## src/design/bmhq_ram.sv

```systemverilog
`default_nettype none

module bmhq_ram #(
    parameter int AW = 4,
    parameter int DW = 64
) (
    input  wire logic          clk,
    input  wire logic          we,
    input  wire logic [AW-1:0] waddr,
    input  wire logic [DW-1:0] wdata,
    input  wire logic [AW-1:0] raddr_a,
    input  wire logic [AW-1:0] raddr_b,
    output logic      [DW-1:0] rdata_a,
    output logic      [DW-1:0] rdata_b
);

    logic [DW-1:0] mem_q [0:(1 << AW) - 1];

    always_ff @(posedge clk)
    begin
        if (we)
        begin
            mem_q[waddr] <= wdata;
        end
    end

    always_ff @(posedge clk)
    begin
        rdata_a <= mem_q[raddr_a];
        rdata_b <= mem_q[raddr_b];
    end

endmodule

`default_nettype wire

```

## config.mk

```make
export PLATFORM = sky130hd
export DESIGN_NAME = bmhq_ram
export DESIGN_NICKNAME = d
export VERILOG_FILES = /design/src/design/bmhq_ram.sv
export SDC_FILE = /design/constraint.sdc
export NUM_CORES = 1
export LEC_CHECK = 0
export BUFFER_PORTS_ARGS = -buffer_cell sky130_fd_sc_hd__buf_2
export CORE_MARGIN = 8
export CORE_UTILIZATION = 55
export DETAILED_ROUTE_END_ITERATION = 10
export MAX_ROUTING_LAYER = met4
export PLACE_DENSITY_LB_ADDON = 0.3
export SLEW_MARGIN = 20
export SYNTH_ARGS = -nofsm -noshare
export SYNTH_HDL_FRONTEND = slang
export SYNTH_SLANG_ARGS = --single-unit
```

## constraint.sdc

```tcl
create_clock -name clk -period 7.7 [get_ports clk]
set_clock_uncertainty 0.2 [all_clocks]
set_input_delay 1.54 -clock clk [delete_from_list [all_inputs] [get_ports clk]]
set_output_delay 1.54 -clock clk [all_outputs]
set_load 0.01 [all_outputs]
```

**Word level (Yosys, flattened, before mapping)**

Memories as Yosys holds them, arrays and structs flattened. A register that Yosys moved wholly into a read port is not among the register bits.
Cells that the tools add are included.

- Multiplexer cells: 2

Operator list:

| operator | count |
|---|---|
| 2-to-1 mux 1 bit | 2 |

- RAM bits: 1,024
- Memories kept: 1
- Input port bits: 78
- Register bits after elaboration: 0

Memory list:

| name | depth | width | read ports | clocked after memory_dff | wr ports | RTL line | source |
|---|---|---|---|---|---|---|---|
| mem_q | 16 | 64 | 2 | 2 | 1 | 17 | `logic [DW-1:0] mem_q [0:(1 << AW) - 1];` |

**Depth between registers and ports, before layout**

- Word-level depth: 2
- Mapped depth: 6

**Least setup slack after synthesis**

OpenSTA, ideal clock, no wires.

- Path type: input -> register
- Start point: input waddr[2]
- End point: memory mem_q[0][0] (enable)
- Stages: 2
- Path slack: 531 ps
- Data arrival time: 6,403 ps
- Data required time: 6,935 ps
- Path through: or3b_2 -> nor3_1

RTL lines:

| what | RTL line | source |
|---|---|---|
| start: declaration | 9 | `input wire logic [AW-1:0] waddr,` |
| end: declaration | 17 |  |

Straight into the memory's write port.

**Final worst setup path**

- Start point: input waddr[2]
- End point: memory mem_q[10][31] (enable)

Straight into the memory's write port.

==> results.toml <==
[global_routing]
grt_usage_pct = 25.4
grtUsageMet2_pct = 39.9
grt_pass1_vias = 27100
grt_first_pass_wirelength_mm = 180
grt_max_degree = 135
antenna_found_initial = 12
grtUsageMet3_pct = 5.22
grt.busiest_layer = "met2"
use_met1_pct = 34.0
overflow = 0

[floorplan]
die_h_um = 312
num_rows = 108
ioPinCount = 206
chipWidth_um = 312
coreArea_sq_um = 86900
die_area_sq_um = 97600
start_util_pct = 55.6

[detailed_routing]
drc = 0
wl_mm = 121
ant_nets = 0
drtIter0Drc = 3229
viasPerCell = 6.84
num_vias = 25400
post_drt_wl_per_cell_um = 32.7
firstDrtPassIters = 5

[layout]
drive_gt1_share_pct = 37.3
fin_area_sq_um = 54200
fin_util_pct = 62.4
area_growth_pct = 12.2
instances_no_fill = 3709
nNetsFinal = 2519

[timing]
final.setup.worst_slack_ns = 3.93
fin_hold_ws_ns = 0.466
rsz0062_at_grt = "false"
fmax_ghz = 0.265
min_period_over_period_pct = 49.0
tns_ns = 0
tightest_slew_ns = 1.12
min_period_ns = 3.77
hold_viol_final = 0
slew_headroom_pct = 25.5
setup_violations = 0
maxSlewViolCount = 0

[power_and_ir_drop]
leakage_nw = 17.6
finalPower_mw = 13.6
p_per_area_nw_per_um2 = 251
ir_worst_vdd_mv = 0.171

[worst_setup_path]
critPathKind = "in -> reg"
endpoint_kind = "register"
crit_path_max_fanout = 45
critical_path_required_ns = 7.80
cp.arrival_ns = 3.87
critical_path.startpoint_type = "primary input"

[clock_tree]
numClockSinks = 1152
clk_latency_ns = 0.69
cts-buffers-inserted = 115
cts_setup_buffers = 0
cts_resized = 0
clockBufferDepth = 3
clock-root-buffer = "clkbuf_16"
cts_hold_buf = 0
path_clk_slew_ns = 0.06
cts_tree = "yes"
h-tree-depth = 3

[placed_design]
place_ws_ns = 3.23
numPortBuffers = 205
placed_cells = 3479
dp_hpwl_mm = 63.8
postPlaceCellArea_sq_um = 50400
place_congestion = 0.750

[synthesis]
yosys_most_used_dff = "edfxtp_1"
synth_warnings = 0
synth-seq-cells = 1152
synthArstFlopShare_pct = 0
synth.distinct_cells = 18
netlist_area_sq_um = 48300
syn_inst = 2247
syn_avg_cell_area_sq_um = 21.5
synth_nets = 2325
synth-seq-area-share_pct = 69.0
synth_edf_count = 1024

[hold_path]
hold_path.class = "reg -> reg"

[run_status]
outcome = "finished clean"

[run]
maxCapViolCount = 0
power breakdown:
part	switching, mW	leakage [nW]	internal, mW
Combinational	0.586	5.45	0.438
Sequential	0.0844	10.3	7.00
Clock	2.32	1.83	3.20
Yosys cell counts, types with 4 or more instances:
master | instances | share of area [%]
edfxtp_1 | 1024 | 64
mux4_2 | 512 | 24
a22oi_1 | 256 | 4.0
nand2_1 | 129 | 1.0
dfxtp_1 | 128 | 5.3
clkbuf_1 | 83 | 0.64
buf_2 | 32 | 0.33
buf_6 | 26 | 0.61
buf_1 | 16 | 0.12
nor2_1 | 14 | 0.11
buf_4 | 11 | 0.17
nor2b_1 | 4 | 0.052
nor3_1 | 4 | 0.041
placed cells by master, fill, tap and decap left out:
master and instances:
buf_2 201, dfxtp_1 128, diode_2 12, buf_12 6, bufinv_16 6, clkinv_16 1
nand2b_1 2, nor2b_4 4, buf_8 4, nand3_1 1, clkbuf_1 43, or3b_2 1
clkinvlp_4 2, edfxtp_1 1024, buf_4 34, clkinv_1 10, mux4_2 512, nor3_2 4
nand2_1 129, and2_4 2, nor2_4 14, clkinv_8 1, clkinv_4 1, clkinv_2 16
inv_6 2, nand3b_1 2, a22oi_1 256, clkbuf_16 118, clkbuf_8 18
kinds of logic (layout without fill, tap and decap cells):
logic type | Yosys count | count (layout) | share of synthesized area (%)
simple gates | 159 | 159 | 1.32
flops | 1152 | 1152 | 69.0
buf+inv | 168 | 463 | 1.88
mux | 512 | 512 | 23.9
other cells | 0 | 12 | 0
compound gates | 256 | 256 | 3.98
worst paths after layout:
path                 startpoint            end  slack [ns]  cells past startpoint
setup / recovery       waddr[2]  mem_q[10][31]        3.93                      4
hold / removal    mem_q[14][53]    rdata_b[53]        0.47                      3
hold reg to reg   mem_q[14][53]    rdata_b[53]        0.47                      3
setup reg to reg  mem_q[11][62]    rdata_a[62]        6.00                      3
worst max-delay path, cell delays in order:
cell,delay [ns]
buf_2,0.11
nand3b_1,0.36
nor2_4,0.90
buf_4,0.88
metal layers:
| layer | routed length (um) | up-vias | part of all wire (%) |
|---|---|---|---|
| met5 | 0 | - | 0 |
| met4 | 2730 | 0 | 2.3 |
| met3 | 12100 | 195 | 10 |
| met2 | 60500 | 1430 | 50 |
| met1 | 46000 | 13500 | 38 |
| li1 | - | 10200 | - |
final cells by class:
| class | instances | area [sq um] |
|---|---|---|
| clock inverters | 39 | 385 |
| flip-flops and latches | 1152 | 33300 |
| repair buffers | 245 | 1440 |
| clock buffers | 179 | 3360 |
| diodes | 12 | 30.0 |
| well taps | 1155 | 1450 |
| fillers | 5802 | 32700 |
| multi-input cells | 927 | 14200 |
registers in the layout, summed over array words and instances, names as in the netlist:
signal	flops
mem_q	1024
rdata_a	64
rdata_b	64
Power figures use the tool's default switching activity.
