File: src/design/bmhq_pkg.sv
`default_nettype none

package bmhq_pkg;

    // Heap capacity in keys.
    localparam int DEPTH  = 1024;

    localparam int KEY_W  = 64;
    localparam int ST_W   = 2;
    localparam int OCC_W  = 11;

    // Key count and 1-based heap positions both fit in CNT_W bits.
    localparam int CNT_W  = $clog2(DEPTH + 1);
    localparam int POS_W  = CNT_W;
    // One cell per tree level.
    localparam int LEVELS = CNT_W;
    localparam int LVL_W  = $clog2(LEVELS);

    localparam logic CMD_PUSH = 1'b0;
    localparam logic CMD_POP  = 1'b1;

    localparam logic [ST_W-1:0] ST_OK    = 2'd0;
    localparam logic [ST_W-1:0] ST_EMPTY = 2'd1;
    localparam logic [ST_W-1:0] ST_FULL  = 2'd2;

    typedef enum logic
    {
        OP_PUSH,
        OP_SIFT
    } op_t;

    // Work token passed down the chain of level cells.
    // Push: pos is the target position, shift is the number of levels left.
    // Sift: pos is the hole position at the receiving level, count the keys held.
    typedef struct packed
    {
        logic              valid;
        op_t               op;
        logic [KEY_W-1:0]  key;
        logic [POS_W-1:0]  pos;
        logic [LVL_W-1:0]  shift;
        logic [CNT_W-1:0]  count;
    } tok_t;

    // Child read request: parent position, children live in the next level.
    typedef struct packed
    {
        logic              valid;
        logic [POS_W-1:0]  pos;
    } creq_t;

    typedef struct packed
    {
        logic              valid;
        logic [POS_W-1:0]  pos;
    } fetch_t;

    typedef struct packed
    {
        logic              valid;
        logic [LVL_W-1:0]  level;
        logic [POS_W-1:0]  pos;
    } ctl_fetch_t;

    typedef struct packed
    {
        logic              we;
        logic [POS_W-1:0]  waddr;
        logic [KEY_W-1:0]  wdata;
        logic [POS_W-1:0]  raddr_a;
        logic [POS_W-1:0]  raddr_b;
    } mem_req_t;

    typedef struct packed
    {
        logic busy;
        logic done;
    } cell_stat_t;

endpackage

`default_nettype wire

File: src/design/bmhq_ctrl.sv
`default_nettype none

module bmhq_ctrl
    import bmhq_pkg::*;
(
    input  wire logic             clk,
    input  wire logic             rst_n,
    input  wire logic             in_valid,
    output logic                  in_ready,
    input  wire logic             cmd,
    input  wire logic [KEY_W-1:0] key_in,
    output logic                  out_valid,
    input  wire logic             out_ready,
    output logic      [KEY_W-1:0] key_out,
    output logic      [ST_W-1:0]  status,
    output logic      [OCC_W-1:0] occupancy,
    output tok_t                  tok_out,
    output ctl_fetch_t            fetch,
    input  wire logic [KEY_W-1:0] rd_root,
    input  wire logic [KEY_W-1:0] rd_last,
    input  wire logic             work_done
);

    typedef enum logic [2:0]
    {
        S_IDLE,
        S_FETCH,
        S_CAPT,
        S_ISSUE,
        S_WORK,
        S_FINISH
    } state_t;

    state_t            state_reg, state_next;
    logic [CNT_W-1:0]  count_reg, count_next;
    logic [LVL_W-1:0]  lvl_reg, lvl_next;
    logic [POS_W-1:0]  last_pos_reg, last_pos_next;
    tok_t              tok_reg, tok_next;
    logic [KEY_W-1:0]  res_key_reg, res_key_next;
    logic [ST_W-1:0]   res_st_reg, res_st_next;
    logic              out_valid_reg, out_valid_next;
    logic [KEY_W-1:0]  key_out_reg, key_out_next;
    logic [ST_W-1:0]   status_reg, status_next;
    logic [OCC_W-1:0]  occ_reg, occ_next;
    logic [CNT_W-1:0]  count_inc;

    function automatic logic [LVL_W-1:0] flog2(input logic [CNT_W-1:0] v);
        logic [LVL_W-1:0] r;
        r = '0;
        for (int i = 0; i < CNT_W; i++)
        begin
            if (v[i])
            begin
                r = LVL_W'(i);
            end
        end
        return r;
    endfunction

    assign in_ready  = (state_reg == S_IDLE);
    assign out_valid = out_valid_reg;
    assign key_out   = key_out_reg;
    assign status    = status_reg;
    assign occupancy = occ_reg;
    assign count_inc = count_reg + CNT_W'(1);

    always_comb
    begin
        tok_out       = tok_reg;
        tok_out.valid = (state_reg == S_ISSUE);
        fetch.valid   = (state_reg == S_FETCH);
        fetch.level   = lvl_reg;
        fetch.pos     = last_pos_reg;
    end

    always_comb
    begin
        state_next     = state_reg;
        count_next     = count_reg;
        lvl_next       = lvl_reg;
        last_pos_next  = last_pos_reg;
        tok_next       = tok_reg;
        res_key_next   = res_key_reg;
        res_st_next    = res_st_reg;
        out_valid_next = out_valid_reg && !out_ready;
        key_out_next   = key_out_reg;
        status_next    = status_reg;
        occ_next       = occ_reg;

        unique case (state_reg)
            S_IDLE:
            begin
                if (in_valid)
                begin
                    res_key_next = '0;
                    res_st_next  = ST_OK;
                    if (cmd == CMD_PUSH)
                    begin
                        if (count_reg == CNT_W'(DEPTH))
                        begin
                            res_st_next = ST_FULL;
                            state_next  = S_FINISH;
                        end
                        else
                        begin
                            count_next     = count_inc;
                            tok_next.valid = 1'b1;
                            tok_next.op    = OP_PUSH;
                            tok_next.key   = key_in;
                            tok_next.pos   = count_inc;
                            tok_next.shift = flog2(count_inc);
                            tok_next.count = '0;
                            state_next     = S_ISSUE;
                        end
                    end
                    else
                    begin
                        if (count_reg == '0)
                        begin
                            res_st_next = ST_EMPTY;
                            state_next  = S_FINISH;
                        end
                        else
                        begin
                            count_next    = count_reg - CNT_W'(1);
                            lvl_next      = flog2(count_reg);
                            last_pos_next = count_reg;
                            state_next    = S_FETCH;
                        end
                    end
                end
            end

            S_FETCH:
            begin
                state_next = S_CAPT;
            end

            S_CAPT:
            begin
                // root is the answer, the last key restarts the sift at the root
                res_key_next   = rd_root;
                tok_next.valid = 1'b1;
                tok_next.op    = OP_SIFT;
                tok_next.key   = rd_last;
                tok_next.pos   = POS_W'(1);
                tok_next.shift = '0;
                tok_next.count = count_reg;
                state_next     = (count_reg == '0) ? S_FINISH : S_ISSUE;
            end

            S_ISSUE:
            begin
                state_next = work_done ? S_FINISH : S_WORK;
            end

            S_WORK:
            begin
                if (work_done)
                begin
                    state_next = S_FINISH;
                end
            end

            S_FINISH:
            begin
                if (!out_valid_reg || out_ready)
                begin
                    out_valid_next = 1'b1;
                    key_out_next   = res_key_reg;
                    status_next    = res_st_reg;
                    occ_next       = OCC_W'(count_reg);
                    state_next     = S_IDLE;
                end
            end

            default:
            begin
                state_next = S_IDLE;
            end
        endcase
    end

    always_ff @(posedge clk or negedge rst_n)
    begin
        if (!rst_n)
        begin
            state_reg     <= S_IDLE;
            count_reg     <= '0;
            lvl_reg       <= '0;
            last_pos_reg  <= '0;
            tok_reg       <= '0;
            res_key_reg   <= '0;
            res_st_reg    <= ST_OK;
            out_valid_reg <= 1'b0;
            key_out_reg   <= '0;
            status_reg    <= ST_OK;
            occ_reg       <= '0;
        end
        else
        begin
            state_reg     <= state_next;
            count_reg     <= count_next;
            lvl_reg       <= lvl_next;
            last_pos_reg  <= last_pos_next;
            tok_reg       <= tok_next;
            res_key_reg   <= res_key_next;
            res_st_reg    <= res_st_next;
            out_valid_reg <= out_valid_next;
            key_out_reg   <= key_out_next;
            status_reg    <= status_next;
            occ_reg       <= occ_next;
        end
    end

    assert property (@(posedge clk) disable iff (!rst_n)
        work_done |-> ((state_reg == S_ISSUE) || (state_reg == S_WORK)))
        else $error("cell finished while controller was not waiting on it");

    assert property (@(posedge clk) disable iff (!rst_n)
        count_reg <= CNT_W'(DEPTH))
        else $error("key count beyond capacity");

endmodule

`default_nettype wire

File: config.mk
export PLATFORM = sky130hd
export DESIGN_NAME = bmhq_ctrl
export DESIGN_NICKNAME = d
export VERILOG_FILES = /design/src/design/bmhq_pkg.sv /design/src/design/bmhq_ctrl.sv
export SDC_FILE = /design/constraint.sdc
export NUM_CORES = 1
export LEC_CHECK = 0
export ABC_AREA = 1
export BUFFER_PORTS_ARGS = -buffer_cell sky130_fd_sc_hd__buf_4
export CORE_MARGIN = 2
export CORE_UTILIZATION = 45
export CTS_CLUSTER_DIAMETER = 60
export DETAILED_ROUTE_END_ITERATION = 12
export PLACE_DENSITY = 0.79
export RECOVER_POWER = 50
export SYNTH_ARGS = -nofsm -noshare
export SYNTH_HDL_FRONTEND = slang
export SYNTH_SLANG_ARGS = --single-unit
File: constraint.sdc
create_clock -name clk -period 3.95 [get_ports clk]
set_input_delay 1.185 -clock clk [delete_from_list [all_inputs] [get_ports clk]]
set_output_delay 1.185 -clock clk [all_outputs]
set_load 0.01 [all_outputs]
[Word-level counts from Yosys, hierarchy flattened]
Cells that the tools add are included.
Word-level totals
  flip-flop bits (word level): 264
  bits of input ports: 198
  output and inout bits: 187
  word-level logic and storage cells: 88
Cells by class
  add/subtract/negate cells: 2
  eq/ne operators: 13
  multiplexer cells: 43
  bitwise gates (word level): 1
  reduce and logical (&&, ||, !) cells: 14
Operators with widths (number)
  two-way mux 91 bit: 3
  one-hot mux 91 bit (2 select lines): 1
  one-hot mux 64 bit (2 select lines): 1
  two-way mux 4 bit: 18
  two-way mux 64 bit: 1
  two-way mux 11 bit: 3
  two-way mux 3 bit: 7
  one-hot mux 3 bit (6 select lines): 1
  != test 2 bit, second input constant: 7
  AND reduction 4 bit: 3
  adder 11 x 1 -> 11 bit, second input constant: 1
  == test 11 bit, second input constant: 1
  logical NOT 11 bit: 1
  subtractor 11 x 1 -> 11 bit, second input constant: 1
  == test 3 x 2 -> 1 bit, second input constant: 2
  == test 3 bit, second input constant: 2
  two-way mux 1 bit: 6
  AND reduction 2 bit: 3
  two-way mux 2 bit: 2
  == test 3 x 1 -> 1 bit, second input constant: 1
  logical NOT 3 bit: 1
  AND reduction 3 bit: 1
  logical NOT 1 bit: 2
  nonzero test 2 bit: 1
  other kinds (3): 3

[Logic depth before layout (Yosys ltp)]
  depth in word-level cells: 15
  gate-level depth with buffers: 13
  gate-level depth less buffers: 13

[Worst setup path after synthesis]
Ideal clock, no wire load.
  path kind: input to register
  start: input out_ready
  end: register status_reg[0], in the netlist status[0]
  setup time: 125 ps
  data arrival time: 2097 ps
  data required time: 3825 ps
  setup slack: 1728 ps
  stages on the path: 5
  path buffers: 1
  cells stage by stage: inv_1 nand2_1 nand3_1 clkbuf_1 mux2_2
On the way
  cells in the longest elaborated chain, start to end: 2
Ends and longest elaborated chain
  start: declaration: RTL line bmhq_ctrl.sv:13  | input wire logic out_ready,
  logical OR 1 bit: RTL line bmhq_ctrl.sv:167  | if (!out_valid_reg || out_ready)
  AND reduction 2 bit (no line)
  end signal: assignment: RTL line bmhq_ctrl.sv:211  | status_reg <= status_next;
  end: declaration: RTL line bmhq_ctrl.sv:43  | logic [ST_W-1:0] status_reg, status_next;
Every way passes these cells.
A chain may end at the register's enable or synchronous reset.

[Worst setup path after layout]
  start: input out_ready
  end: register key_out_reg[40], in the netlist key_out[40]
On the way
  cells in the longest elaborated chain, start to end: 2
Ends and longest elaborated chain
  logical OR 1 bit: RTL line bmhq_ctrl.sv:167
  AND reduction 2 bit (no line)
  end signal: assignment: RTL line bmhq_ctrl.sv:210  | key_out_reg <= key_out_next;
  end: declaration: RTL line bmhq_ctrl.sv:42  | logic [KEY_W-1:0] key_out_reg, key_out_next;
Every way passes these cells.

==> results.yml <==
cells_and_area:
  diodes: 0
  utilization_pct: 61.68
  final_cell_mix: "nand2_1 (349), buf_4 (348), o21ai_0 (264), dfrtp_1 (264), inv_1 (97)"
  regArea_mm2: 0.006606
  n_fill_cell: 2085
  drive_gt1_share_pct: 29.81
  final_nets: 1799
  stdcell_count: 1944
  synthToLayoutAreaGrowth_pct: 33.87
  multiInputGateArea_mm2: 0.003830
  final_common_cell: "nand2_1"
  largest_reg_flops: 91
  fin_area_mm2: 0.01509
synth:
  mappedNetlistArea_mm2: 0.01127
  synth_xor_area_share_pct: 0.3885
  yosysWarningCount: 0
  synth-simple-area-share_pct: 18.46
  syn_avg_cell_area_um2: 9.112
  yosys.area_share.adder_pct: 0.3330
  synth_top_family_by_area: "simple AND/OR/NAND/NOR gates"
  ys_seq_area_share_pct: 58.61
  synth_cell_types: 42
  synthCells: 1237
  synth-compound-area-share_pct: 14.69
  syn_nets: 1438
  synth_mux_area_share_pct: 0.1998
  ys_ff_latch: 264
place:
  io_buffers: 384
  placed_area_mm2: 0.01432
  numPlacedInstances: 1891
  place_hpwl_um: 23340
  finalWeightedCongestion: 0.8943
clock_tree:
  cts.clk_slew.worst_paths_ns: 0.06
  insertion_delay_ns: 0.54
  cts_root_buffer: "clkbuf_16"
  ctsResizeCount: 0
  clock_sinks: 264
  cts_max_level: 1
  cts_max_path_buffers: 3
  numCtsBuffers: 29
  cts_hold_buf: 0
  cts_tree: "yes"
  cts_setup_buffers: 0
sta:
  rsz0062_at_grt: "no"
  slew_headroom_pct: -32.21
  post-route-min-period_ns: 2.965
  drv_slew: 114
  worst_slew_pin_slew_ns: 1.983
  fin_skew_ns: 0.02291
  fin_setup_tns_ns: 0
  finalSetupViolCount: 0
  period_share_pct: 75.06
  hold_viol_final: 0
  fmax_ghz: 0.3373
power_and_ir_drop:
  p_per_area_mw_per_mm2: 820.8
  p_leak_nw: 7.550
  power.total_mw: 12.39
  peakVddDrop_mv: 0.4105
worst_setup_path:
  rrSetupSlack_ns: 1.16
  reg2reg_to: "key_out[40]$_DFFE_PN0P_"
  crit_path_max_fanout: 73
  cp.arrival_ns: 3.37
  cp-start-kind: "input port"
  reg2reg_depth: 6
  path_class: "in2reg"
  cp_data_required_time_ns: 4.36
  critPathLaunch: "out_ready"
  cp-endpoint: "key_out[40]$_DFFE_PN0P_"
  endpoint_kind: "register"
  timing.rr.start: "state_reg[0]$_DFFE_PN0P_"
global_routing:
  grt_pass1_wl_um: 52760
  grt_max_degree: 97
  overflow: 0
  grt_pass1_vias: 9893
  grt_usage_pct: 25.23
  antenna_found_initial: 0
route:
  dr_total_vias: 9945
  drc: 0
  vias_per_cell: 5.116
  wl_um: 33640
  drt_iter0_drc: 767
  wire_per_inst_um: 17.31
  ant_nets: 0
  first_pass_iters: 5
min_path:
  hold_path_class: "reg2reg"
  min_delay_path_depth: 2
floorplan:
  core_mm2: 0.02446
  initial_core_util_pct: 46.08
  fp.dieH_um: 162.3
  die_area_mm2: 0.02633
  num_rows: 57
  ios: 385
  fp.dieW_um: 162.3
status:
  status: "finished with violations"
  violations: "max-capacitance violations, max-slew violations"
job:
  max_cap_violations: 2
[cell families after synthesis]
group / count (synthesis)
AO/OA/AOI/OAI: 318
buffers and inverters: 173
AND/OR/NAND/NOR: 472
adder cells (fa/ha/maj): 3
XOR/XNOR: 5
multiplexers: 2
flip-flops: 264
[layout make-up]
cell class | count | share of cell area, %
timing repair buffer | 398 | 19.00
clock inverter | 13 | 1.227
sequential | 264 | 43.78
inverter | 105 | 2.637
clock buffer | 40 | 5.282
multi-input combinational | 800 | 25.38
tap | 324 | 2.687
[layer usage]
metal / track usage, % / vias up / share of wire, %
met4: 9.654 / 0 / 3.8
li1: - / 4695 / -
met5: 0 / - / 0
met3: 6.818 / 83 / 9.9
met2: 41.68 / 462 / 47
met1: 31.87 / 4705 / 39
[worst min path at each step]
stage                     slack (ns)                      start                         to
after floorplan                 0.45  res_st_reg[0]$_DFFE_PN0P_  res_st_reg[0]$_DFFE_PN0P_
after global routing            0.51    tok_out[90]$_DFFE_PN0P_    tok_out[90]$_DFFE_PN0P_
final                           0.48    tok_out[90]$_DFFE_PN0P_    tok_out[90]$_DFFE_PN0P_
after CTS                       0.48    tok_out[90]$_DFFE_PN0P_    tok_out[90]$_DFFE_PN0P_
after global placement          0.46    tok_out[90]$_DFFE_PN0P_    tok_out[90]$_DFFE_PN0P_
after detailed placement        0.47    tok_out[90]$_DFFE_PN0P_    tok_out[90]$_DFFE_PN0P_
[Yosys cell counts (all sizes together)]
cell,n,area share (%)
ha,3,0.33
o21ai,294,13
nand4,5,0.33
nor3,1,0.089
a22oi,1,0.11
o211ai,1,0.067
a21boi,2,0.13
clkbuf,30,1.0
nand3b,1,0.067
and2,2,0.11
nor2,26,1.4
nand2,354,12
xor2,4,0.31
nand3,33,1.6
o21a,2,0.13
inv,105,3.5
or2,50,2.8
a31oi,1,0.056
a21oi,13,0.58
o22ai,4,0.22
buf,38,2.8
mux2,2,0.20
dfrtp,264,59
xnor2,1,0.078
[stage by stage]
step | worst slack (ns) | hold WS (ns)
6_report | 0.9849 | 0.4813
5_1_grt | 0.5639 | 0.5087
4_1_cts | 1.053 | 0.4832
3_5_place_dp | 0.9646 | 0.4679
3_3_place_gp | 1.033 | 0.4594
2_1_floorplan | 1.728 | 0.4492
[power by group]
group | internal, mW | switching, mW | total (mW)
sequential | 3.85 | 0.674 | 4.52
combinational | 1.98 | 3.12 | 5.10
clock | 1.68 | 1.09 | 2.76
total | 7.50 | 4.88 | 12.4
[critical path, cell delays in order]
cell and delay (ns):
clkbuf_4 0.11, inv_1 0.04, nand2_1 0.14, nand3_4 0.50
clkbuf_2 1.04, nand2_1 0.17, o21ai_0 0.16
Power figures use the tool's default switching activity.
