**src/design/bmhq_pkg.sv**
```systemverilog
`default_nettype none

package bmhq_pkg;

    // Heap capacity in keys.
    localparam int DEPTH  = 1024;

    localparam int KEY_W  = 64;
    localparam int ST_W   = 2;
    localparam int OCC_W  = 11;

    // Key count and 1-based heap positions both fit in CNT_W bits.
    localparam int CNT_W  = $clog2(DEPTH + 1);
    localparam int POS_W  = CNT_W;
    // One cell per tree level.
    localparam int LEVELS = CNT_W;
    localparam int LVL_W  = $clog2(LEVELS);

    localparam logic CMD_PUSH = 1'b0;
    localparam logic CMD_POP  = 1'b1;

    localparam logic [ST_W-1:0] ST_OK    = 2'd0;
    localparam logic [ST_W-1:0] ST_EMPTY = 2'd1;
    localparam logic [ST_W-1:0] ST_FULL  = 2'd2;

    typedef enum logic
    {
        OP_PUSH,
        OP_SIFT
    } op_t;

    // Work token passed down the chain of level cells.
    // Push: pos is the target position, shift is the number of levels left.
    // Sift: pos is the hole position at the receiving level, count the keys held.
    typedef struct packed
    {
        logic              valid;
        op_t               op;
        logic [KEY_W-1:0]  key;
        logic [POS_W-1:0]  pos;
        logic [LVL_W-1:0]  shift;
        logic [CNT_W-1:0]  count;
    } tok_t;

    // Child read request: parent position, children live in the next level.
    typedef struct packed
    {
        logic              valid;
        logic [POS_W-1:0]  pos;
    } creq_t;

    typedef struct packed
    {
        logic              valid;
        logic [POS_W-1:0]  pos;
    } fetch_t;

    typedef struct packed
    {
        logic              valid;
        logic [LVL_W-1:0]  level;
        logic [POS_W-1:0]  pos;
    } ctl_fetch_t;

    typedef struct packed
    {
        logic              we;
        logic [POS_W-1:0]  waddr;
        logic [KEY_W-1:0]  wdata;
        logic [POS_W-1:0]  raddr_a;
        logic [POS_W-1:0]  raddr_b;
    } mem_req_t;

    typedef struct packed
    {
        logic busy;
        logic done;
    } cell_stat_t;

endpackage

`default_nettype wire

```
**src/design/bmhq_cell.sv**
```systemverilog
`default_nettype none

module bmhq_cell
    import bmhq_pkg::*;
(
    input  wire logic             clk,
    input  wire logic             rst_n,
    input  wire tok_t             tok_in,
    output tok_t                  tok_out,
    input  wire creq_t            creq_in,
    output creq_t                 creq_out,
    input  wire fetch_t           fetch_in,
    input  wire logic [KEY_W-1:0] rd_a,
    input  wire logic [KEY_W-1:0] child_a,
    input  wire logic [KEY_W-1:0] child_b,
    output mem_req_t              mem_req,
    output cell_stat_t            stat
);

    typedef enum logic [1:0]
    {
        C_IDLE,
        C_PUSH_CMP,
        C_SIFT_WAIT
    } cstate_t;

    cstate_t           state_reg, state_next;
    logic [KEY_W-1:0]  key_reg, key_next;
    logic [POS_W-1:0]  pos_reg, pos_next;
    logic [LVL_W-1:0]  shift_reg, shift_next;
    logic [CNT_W-1:0]  count_reg, count_next;

    logic [POS_W:0]    in_lc;
    logic [POS_W:0]    lc_pos;
    logic [POS_W:0]    rc_pos;
    logic              rc_valid;
    logic [KEY_W-1:0]  best_key;
    logic [POS_W-1:0]  best_pos;
    logic [POS_W-1:0]  in_here;
    logic [POS_W-1:0]  reg_here;

    always_comb
    begin
        in_lc    = {tok_in.pos, 1'b0};
        lc_pos   = {pos_reg, 1'b0};
        rc_pos   = {pos_reg, 1'b1};
        rc_valid = (rc_pos <= {1'b0, count_reg});
        in_here  = tok_in.pos >> tok_in.shift;
        reg_here = pos_reg >> shift_reg;

        // prefer the left child on a tie
        if (rc_valid && ($signed(child_b) < $signed(child_a)))
        begin
            best_key = child_b;
            best_pos = rc_pos[POS_W-1:0];
        end
        else
        begin
            best_key = child_a;
            best_pos = lc_pos[POS_W-1:0];
        end
    end

    always_comb
    begin
        state_next = state_reg;
        key_next   = key_reg;
        pos_next   = pos_reg;
        shift_next = shift_reg;
        count_next = count_reg;

        mem_req.we      = 1'b0;
        mem_req.waddr   = pos_reg;
        mem_req.wdata   = key_reg;
        mem_req.raddr_a = in_here;
        mem_req.raddr_b = in_here;

        // parent asks for both children, else controller fetch, else own push read
        if (creq_in.valid)
        begin
            mem_req.raddr_a = {creq_in.pos[POS_W-2:0], 1'b0};
            mem_req.raddr_b = {creq_in.pos[POS_W-2:0], 1'b1};
        end
        else if (fetch_in.valid)
        begin
            mem_req.raddr_a = fetch_in.pos;
        end

        tok_out   = '0;
        creq_out  = '0;
        stat.busy = (state_reg != C_IDLE);
        stat.done = 1'b0;

        unique case (state_reg)
            C_IDLE:
            begin
                if (tok_in.valid)
                begin
                    key_next   = tok_in.key;
                    pos_next   = tok_in.pos;
                    shift_next = tok_in.shift;
                    count_next = tok_in.count;
                    if (tok_in.op == OP_PUSH)
                    begin
                        if (tok_in.shift == '0)
                        begin
                            mem_req.we    = 1'b1;
                            mem_req.waddr = in_here;
                            mem_req.wdata = tok_in.key;
                            stat.done     = 1'b1;
                        end
                        else
                        begin
                            state_next = C_PUSH_CMP;
                        end
                    end
                    else
                    begin
                        if (in_lc <= {1'b0, tok_in.count})
                        begin
                            creq_out.valid = 1'b1;
                            creq_out.pos   = tok_in.pos;
                            state_next     = C_SIFT_WAIT;
                        end
                        else
                        begin
                            mem_req.we    = 1'b1;
                            mem_req.waddr = tok_in.pos;
                            mem_req.wdata = tok_in.key;
                            stat.done     = 1'b1;
                        end
                    end
                end
            end

            C_PUSH_CMP:
            begin
                // keep the smaller key here, carry the larger one down
                mem_req.we    = 1'b1;
                mem_req.waddr = reg_here;
                tok_out.valid = 1'b1;
                tok_out.op    = OP_PUSH;
                tok_out.pos   = pos_reg;
                tok_out.shift = shift_reg - LVL_W'(1);
                if ($signed(key_reg) < $signed(rd_a))
                begin
                    mem_req.wdata = key_reg;
                    tok_out.key   = rd_a;
                end
                else
                begin
                    mem_req.wdata = rd_a;
                    tok_out.key   = key_reg;
                end
                state_next = C_IDLE;
            end

            C_SIFT_WAIT:
            begin
                mem_req.we    = 1'b1;
                mem_req.waddr = pos_reg;
                if ($signed(best_key) < $signed(key_reg))
                begin
                    // pull the child up, move the hole down
                    mem_req.wdata = best_key;
                    tok_out.valid = 1'b1;
                    tok_out.op    = OP_SIFT;
                    tok_out.key   = key_reg;
                    tok_out.pos   = best_pos;
                    tok_out.count = count_reg;
                end
                else
                begin
                    mem_req.wdata = key_reg;
                    stat.done     = 1'b1;
                end
                state_next = C_IDLE;
            end

            default:
            begin
                state_next = C_IDLE;
            end
        endcase
    end

    always_ff @(posedge clk or negedge rst_n)
    begin
        if (!rst_n)
        begin
            state_reg <= C_IDLE;
            key_reg   <= '0;
            pos_reg   <= '0;
            shift_reg <= '0;
            count_reg <= '0;
        end
        else
        begin
            state_reg <= state_next;
            key_reg   <= key_next;
            pos_reg   <= pos_next;
            shift_reg <= shift_next;
            count_reg <= count_next;
        end
    end

endmodule

`default_nettype wire

```
**config.mk**
```make
export PLATFORM = sky130hd
export DESIGN_NAME = bmhq_cell
export DESIGN_NICKNAME = d
export VERILOG_FILES = /design/src/design/bmhq_pkg.sv /design/src/design/bmhq_cell.sv
export SDC_FILE = /design/constraint.sdc
export NUM_CORES = 1
export LEC_CHECK = 0
export BUFFER_PORTS_ARGS = -buffer_cell sky130_fd_sc_hd__buf_2
export CELL_PAD_IN_SITES_DETAIL_PLACEMENT = 1
export CELL_PAD_IN_SITES_GLOBAL_PLACEMENT = 2
export CORE_MARGIN = 5
export CORE_UTILIZATION = 26
export CTS_CLUSTER_SIZE = 20
export DETAILED_ROUTE_END_ITERATION = 16
export PLACE_DENSITY = 0.8
export SLEW_MARGIN = 20
export SYNTH_ARGS = -nofsm -noshare
export SYNTH_HDL_FRONTEND = slang
export SYNTH_SLANG_ARGS = --single-unit
```
**constraint.sdc**
```tcl
create_clock -name clk -period 6 [get_ports clk]
set_input_delay 0.6 -clock clk [delete_from_list [all_inputs] [get_ports clk]]
set_output_delay 0.6 -clock clk [all_outputs]
set_load 0.02 [all_outputs]
```
## Word-level counts from Yosys, hierarchy flattened

Index checks and enable logic that the tools add are counted.

| storage, ports and cells | value |
|---|---|
| bits in registers | 92 |
| bits in latches | 0 |
| RAM bits | 0 |
| ROM bits | 0 |
| input port bits | 310 |
| output and inout bits | 204 |
| logic and storage cells | 57 |
| memories kept | 0 |

| operators by class | value |
|---|---|
| add/sub/neg operators | 1 |
| multipliers | 0 |
| divide/modulo/power cells | 0 |
| magnitude comparators | 5 |
| equal/unequal tests | 5 |
| shift-type cells | 2 |
| muxes and demuxes | 33 |
| bitwise operators | 0 |
| reduce and logical (&&, ||, !) cells | 6 |

Operators with widths:

| cell | number |
|---|---|
| 2-to-1 mux 76 bit | 4 |
| 2-to-1 mux 64 bit | 4 |
| case mux 76 bit (3 select lines) | 1 |
| < comparator 64 bit | 3 |
| case mux 77 bit (2 select lines) | 1 |
| 2-to-1 mux 77 bit | 1 |
| 2-to-1 mux 11 bit | 5 |
| 2-to-1 mux 12 bit | 4 |
| less-or-equal comparator 12 x 11 -> 1 bit | 2 |
| >> shifter 11 x 4 -> 11 bit | 2 |
| 2-to-1 mux 2 bit | 5 |
| 2-to-1 mux 1 bit | 6 |
| != test 3 bit (second input constant) | 2 |
| zero test 4 bit | 1 |
| 2-to-1 mux 4 bit | 1 |
| subtractor 4 x 1 -> 4 bit (second input constant) | 1 |
| AND reduction 3 bit | 1 |
| == test 2 x 1 -> 1 bit (second input constant) | 1 |
| == test 2 bit (second input constant) | 1 |
| zero test 2 bit | 1 |
| != test 2 bit (second input constant) | 1 |
| case mux 1 bit (2 select lines) | 1 |
| AND reduction 2 bit | 1 |
| nonzero test 2 bit | 1 |
| logical AND 1 bit | 1 |

## Logic depth before layout (Yosys ltp)

| depth | value |
|---|---|
| depth in word-level cells | 6 |
| depth in mapped cells | 28 |
| mapped depth without buffers | 22 |

## Worst setup path before layout

OpenSTA, ideal clock, no wires.

| timing path | value |
|---|---|
| path type | input-to-output |
| from | in child_a[31] |
| to | out mem_req[22] (netlist bit) |
| arrival | 5.997 ns |
| data required time | 5.400 ns |
| path slack | -0.597 ns |
| stages | 25 |
| buffers on the path | 3 |
| cell sequence | inv_1 > ha_1 > and4_1 > and4bb_1 > a221oi_2 > o22a_1 > nand4_1 > xnor2_1 > or2_2 > buf_2 > buf_2 > buf_2 > mux2i_1 > inv_1 > ha_1 > a2111oi_0 > o21ai_0 > o211ai_1 > o211ai_1 > nor4_2 > o211ai_1 > a21boi_4 > o21ai_2 > or4_1 > o211ai_1 |

RTL lines:

| what | RTL line | source |
|---|---|---|
| start, declared | bmhq_cell.sv:14 | `input wire logic [KEY_W-1:0] child_a,` |
| end, declared | bmhq_cell.sv:16 | `output mem_req_t mem_req,` |

==> impl_metrics.tcl <==
set metrics [dict create \
    synth-edff-count 0 \
    syn_area_per_cell_sq_um 7.46 \
    portBuffers 511 \
    drt_wl_total_um 91500 \
    final_cell_mix "buf_2 (366), buf_4 (287), inv_1 (251), nand2_1 (227), ha_1 (175)" \
    fin_area_sq_um 25100 \
    post-route-drc-count 0 \
    core_sq_um 60200 \
    initial_core_util_pct 26.2 \
    reg2regPathDepth 8 \
    synth-xor-area-share_pct 0.167 \
    syn_inst 2115 \
    grt_max_degree 90 \
    fin_crit_sh_pct 118 \
    ff2ff_setup_slack_ns 2.69 \
    timing.critical_path.from "child_a[34]" \
    regToRegEndpoint "key_reg[20]" \
    drtIter0Drc 1142 \
    dp.cells 3526 \
    ys_types 70 \
    dp_slack_ns -1.43 \
    critPathKind "primary input to output port" \
    gp_congestion 0.940 \
    hold_buffers 0 \
    synth_seq_cells 92 \
    worst_pin_slew_ns 0.971 \
    synthAdderAreaFrac_pct 17.0 \
    grt_pass1_vias 21700 \
    critPathMaxFanout 7 \
    yosys_warnings 0 \
    final_cells 3633 \
    via_per_inst 5.51 \
    synth.area.mux_share_pct 14.0 \
    place_area_sq_um 21200 \
    max_cap_violations 0 \
    status "finished with violations" \
    area_growth_pct 59.4 \
    peakVddDrop_uv 268 \
    hold_viol_final 0 \
    startpoint_type "primary input" \
    largest_reg_flops 64 \
    fin_worst_skew_ns 0.0194 \
    hold_class "primary input to asynchronous set/reset pin" \
    clk_latency_ns 0.40 \
    fin_ws_ns -1.05 \
    ant_nets 0 \
    multiInputGateArea_sq_um 13900 \
    wl_per_cell_um 25.2 \
    synth_ff_type "dfrtp_1" \
    first_pass_iters 5 \
    ios 514 \
    globalRouteTotalUtil_pct 26.0 \
    rsz0062_at_grt "true" \
    final.fill_count 7208 \
    cts_num_sinks 92 \
    cts-root-buf "clkbuf_16" \
    nNetsFinal 3357 \
    final_common_cell "buf_2" \
    power.static_leakage_nw 12.5 \
    num_rows 90 \
    finalSetupViolations 153 \
    hpwl_um 67900 \
    die-width_um 256 \
    fin_crit_ns 7.05 \
    drv_slew 0 \
    r2r_start "state_reg[0]" \
    synth_simple_gate_area_share_pct 16.4 \
    clock.fmax_mhz 142 \
    slew_headroom_pct 35.3 \
    power.total_w 0.0136 \
    crit_arrival_ns 6.45 \
    required_ns 5.40 \
    crit_end "tok_out[66]" \
    fp.dieH_um 256 \
    p_per_area_nw_per_um2 540 \
    antenna_found_initial 16 \
    synth_compound_area_share_pct 27.5 \
    post-route-util_pct 41.7 \
    seq_area_frac_synth_pct 14.6 \
    seq_area_sq_um 2300 \
    tritoncts "yes" \
    cts_buffers 9 \
    grt_pass1_wl_um 134000 \
    violations "negative setup slack" \
    drive_gt1_share_pct 40.4 \
    grt_overflow 0 \
    synth_nets 2639 \
    synth_area_sq_um 15800 \
    cts_htree_levels 3 \
    cp-end-kind "output port" \
    async_flop_share_pct 100 \
    cts.reportedPaths.clkPinSlew_ns 0.07 \
    vias 20000 \
    synth_top_family_by_area "compound AO/OA/AOI/OAI gates" \
    dieArea_sq_um 65700 \
    cts_buffer_depth 2 \
]
## Yosys cell counts (all sizes together) (3+ instances only)
cell | n | area share (%)
nor2 | 72 | 1.7
nor4 | 6 | 0.36
a31oi | 5 | 0.20
a31o | 6 | 0.33
a22oi | 62 | 3.0
nand3b | 3 | 0.14
nor2b | 15 | 0.59
ha | 214 | 17
nand2 | 264 | 6.3
a2111oi | 6 | 0.33
a2111o | 3 | 0.21
buf | 40 | 1.5
mux2 | 16 | 1.1
a22o | 73 | 4.1
and2 | 28 | 1.1
dfrtp | 92 | 15
mux2i | 194 | 12
and4 | 4 | 0.24
clkbuf | 91 | 2.2
a221oi | 5 | 0.32
nand3 | 23 | 0.73
o21ai | 153 | 4.9
nand4 | 33 | 1.3
a21o | 21 | 1.0
o21a | 14 | 0.67
a21oi | 93 | 3.0
a211oi | 11 | 0.52
o2111ai | 55 | 3.1
a32oi | 9 | 0.50
and3 | 4 | 0.16
or2 | 4 | 0.16
nand2b | 62 | 2.5
inv | 279 | 6.6
a2bb2oi | 6 | 0.33
o22ai | 59 | 2.3
nor3 | 19 | 0.60
mux4 | 4 | 0.57
o211ai | 23 | 1.1
a311oi | 3 | 0.17
nor3b | 3 | 0.14
o221ai | 11 | 0.61
## through the flow
stage,TNS (ns),hold slack (ns)
floorplan,-27.93,0.304
global placement,-170.93,0.533
detailed placement,-197.14,0.529
CTS,-116.87,0.233
global route,-166.31,0.248
finish,-140.49,0.229
## cell type report
cell class	instances	area share, %
inverter	281	4.26
clock buffer	9	0.896
clock inverter	7	0.318
antenna	13	0.129
tap	782	3.89
multi-input combinational	1612	55.4
timing repair buffer	837	25.9
sequential	92	9.16
## worst min path at each step
| stage | depth (start not counted) | from | slack (ns) | end |
|---|---|---|---|---|
| global placement | 2 | count_reg[5] | 0.53 | count_reg[5] |
| detailed placement | 2 | count_reg[5] | 0.53 | count_reg[5] |
| CTS | 1 | rst_n | 0.23 | key_reg[5] |
| floorplan | 0 | rst_n | 0.30 | count_reg[0] |
| global route | 1 | rst_n | 0.25 | key_reg[5] |
| finish | 1 | rst_n | 0.23 | key_reg[5] |
## per-layer routing
layer | routed length, um | up-vias | GRT usage (%)
met5 | 40 | - | 0
li1 | - | 9130 | -
met1 | 36600 | 9949 | 30.8
met4 | 3470 | 6 | 9.85
met3 | 5860 | 168 | 5.43
met2 | 45600 | 758 | 46.0
## power by group
group,internal [W],switching [W]
logic,0.00524,0.00612
clock network,0.000332,0.000330
registers,0.000919,0.000641
total,0.00649,0.00709
## worst max-delay path, stage by stage
cell and delay (ns):
buf_4 0.10, inv_1 0.04, ha_1 0.31, nand4_1 0.20, nor4_4 0.41, buf_4 0.21, nand2_4 0.05, a211o_1 0.27
nand4_1 0.16, xnor2_2 0.15, or2_4 0.22, buf_12 0.14, buf_12 0.16, mux2i_2 0.27, inv_1 0.09, ha_1 0.28
nand4_1 0.16, nor3_2 0.21, nand4_1 0.21, or4_4 0.59, a41oi_4 0.22, nor3_2 0.08, a2111o_1 0.33, a22o_4 0.29
buf_12 0.18, buf_12 0.14, a22o_1 0.21, buf_6 0.14
## what timing repair did
item | CTS | global route
endpoints found under the setup margin | 153 | 153
gates resized for setup | 441 | 190
buffers inserted | 56 | 16
pin swaps | 56 | 52
hold endpoints to repair | 0 | 0
cloned | 15 | 1
## logic make-up after synthesis
family,count (synthesis)
XOR/XNOR,3
AO/OA/AOI/OAI,633
flip-flops,92
other,1
AND/OR/NAND/NOR,546
multiplexers,214
adder cells (fa/ha/maj),214
buffers and inverters,412
No activity file was read; power rests on OpenSTA's default activity.
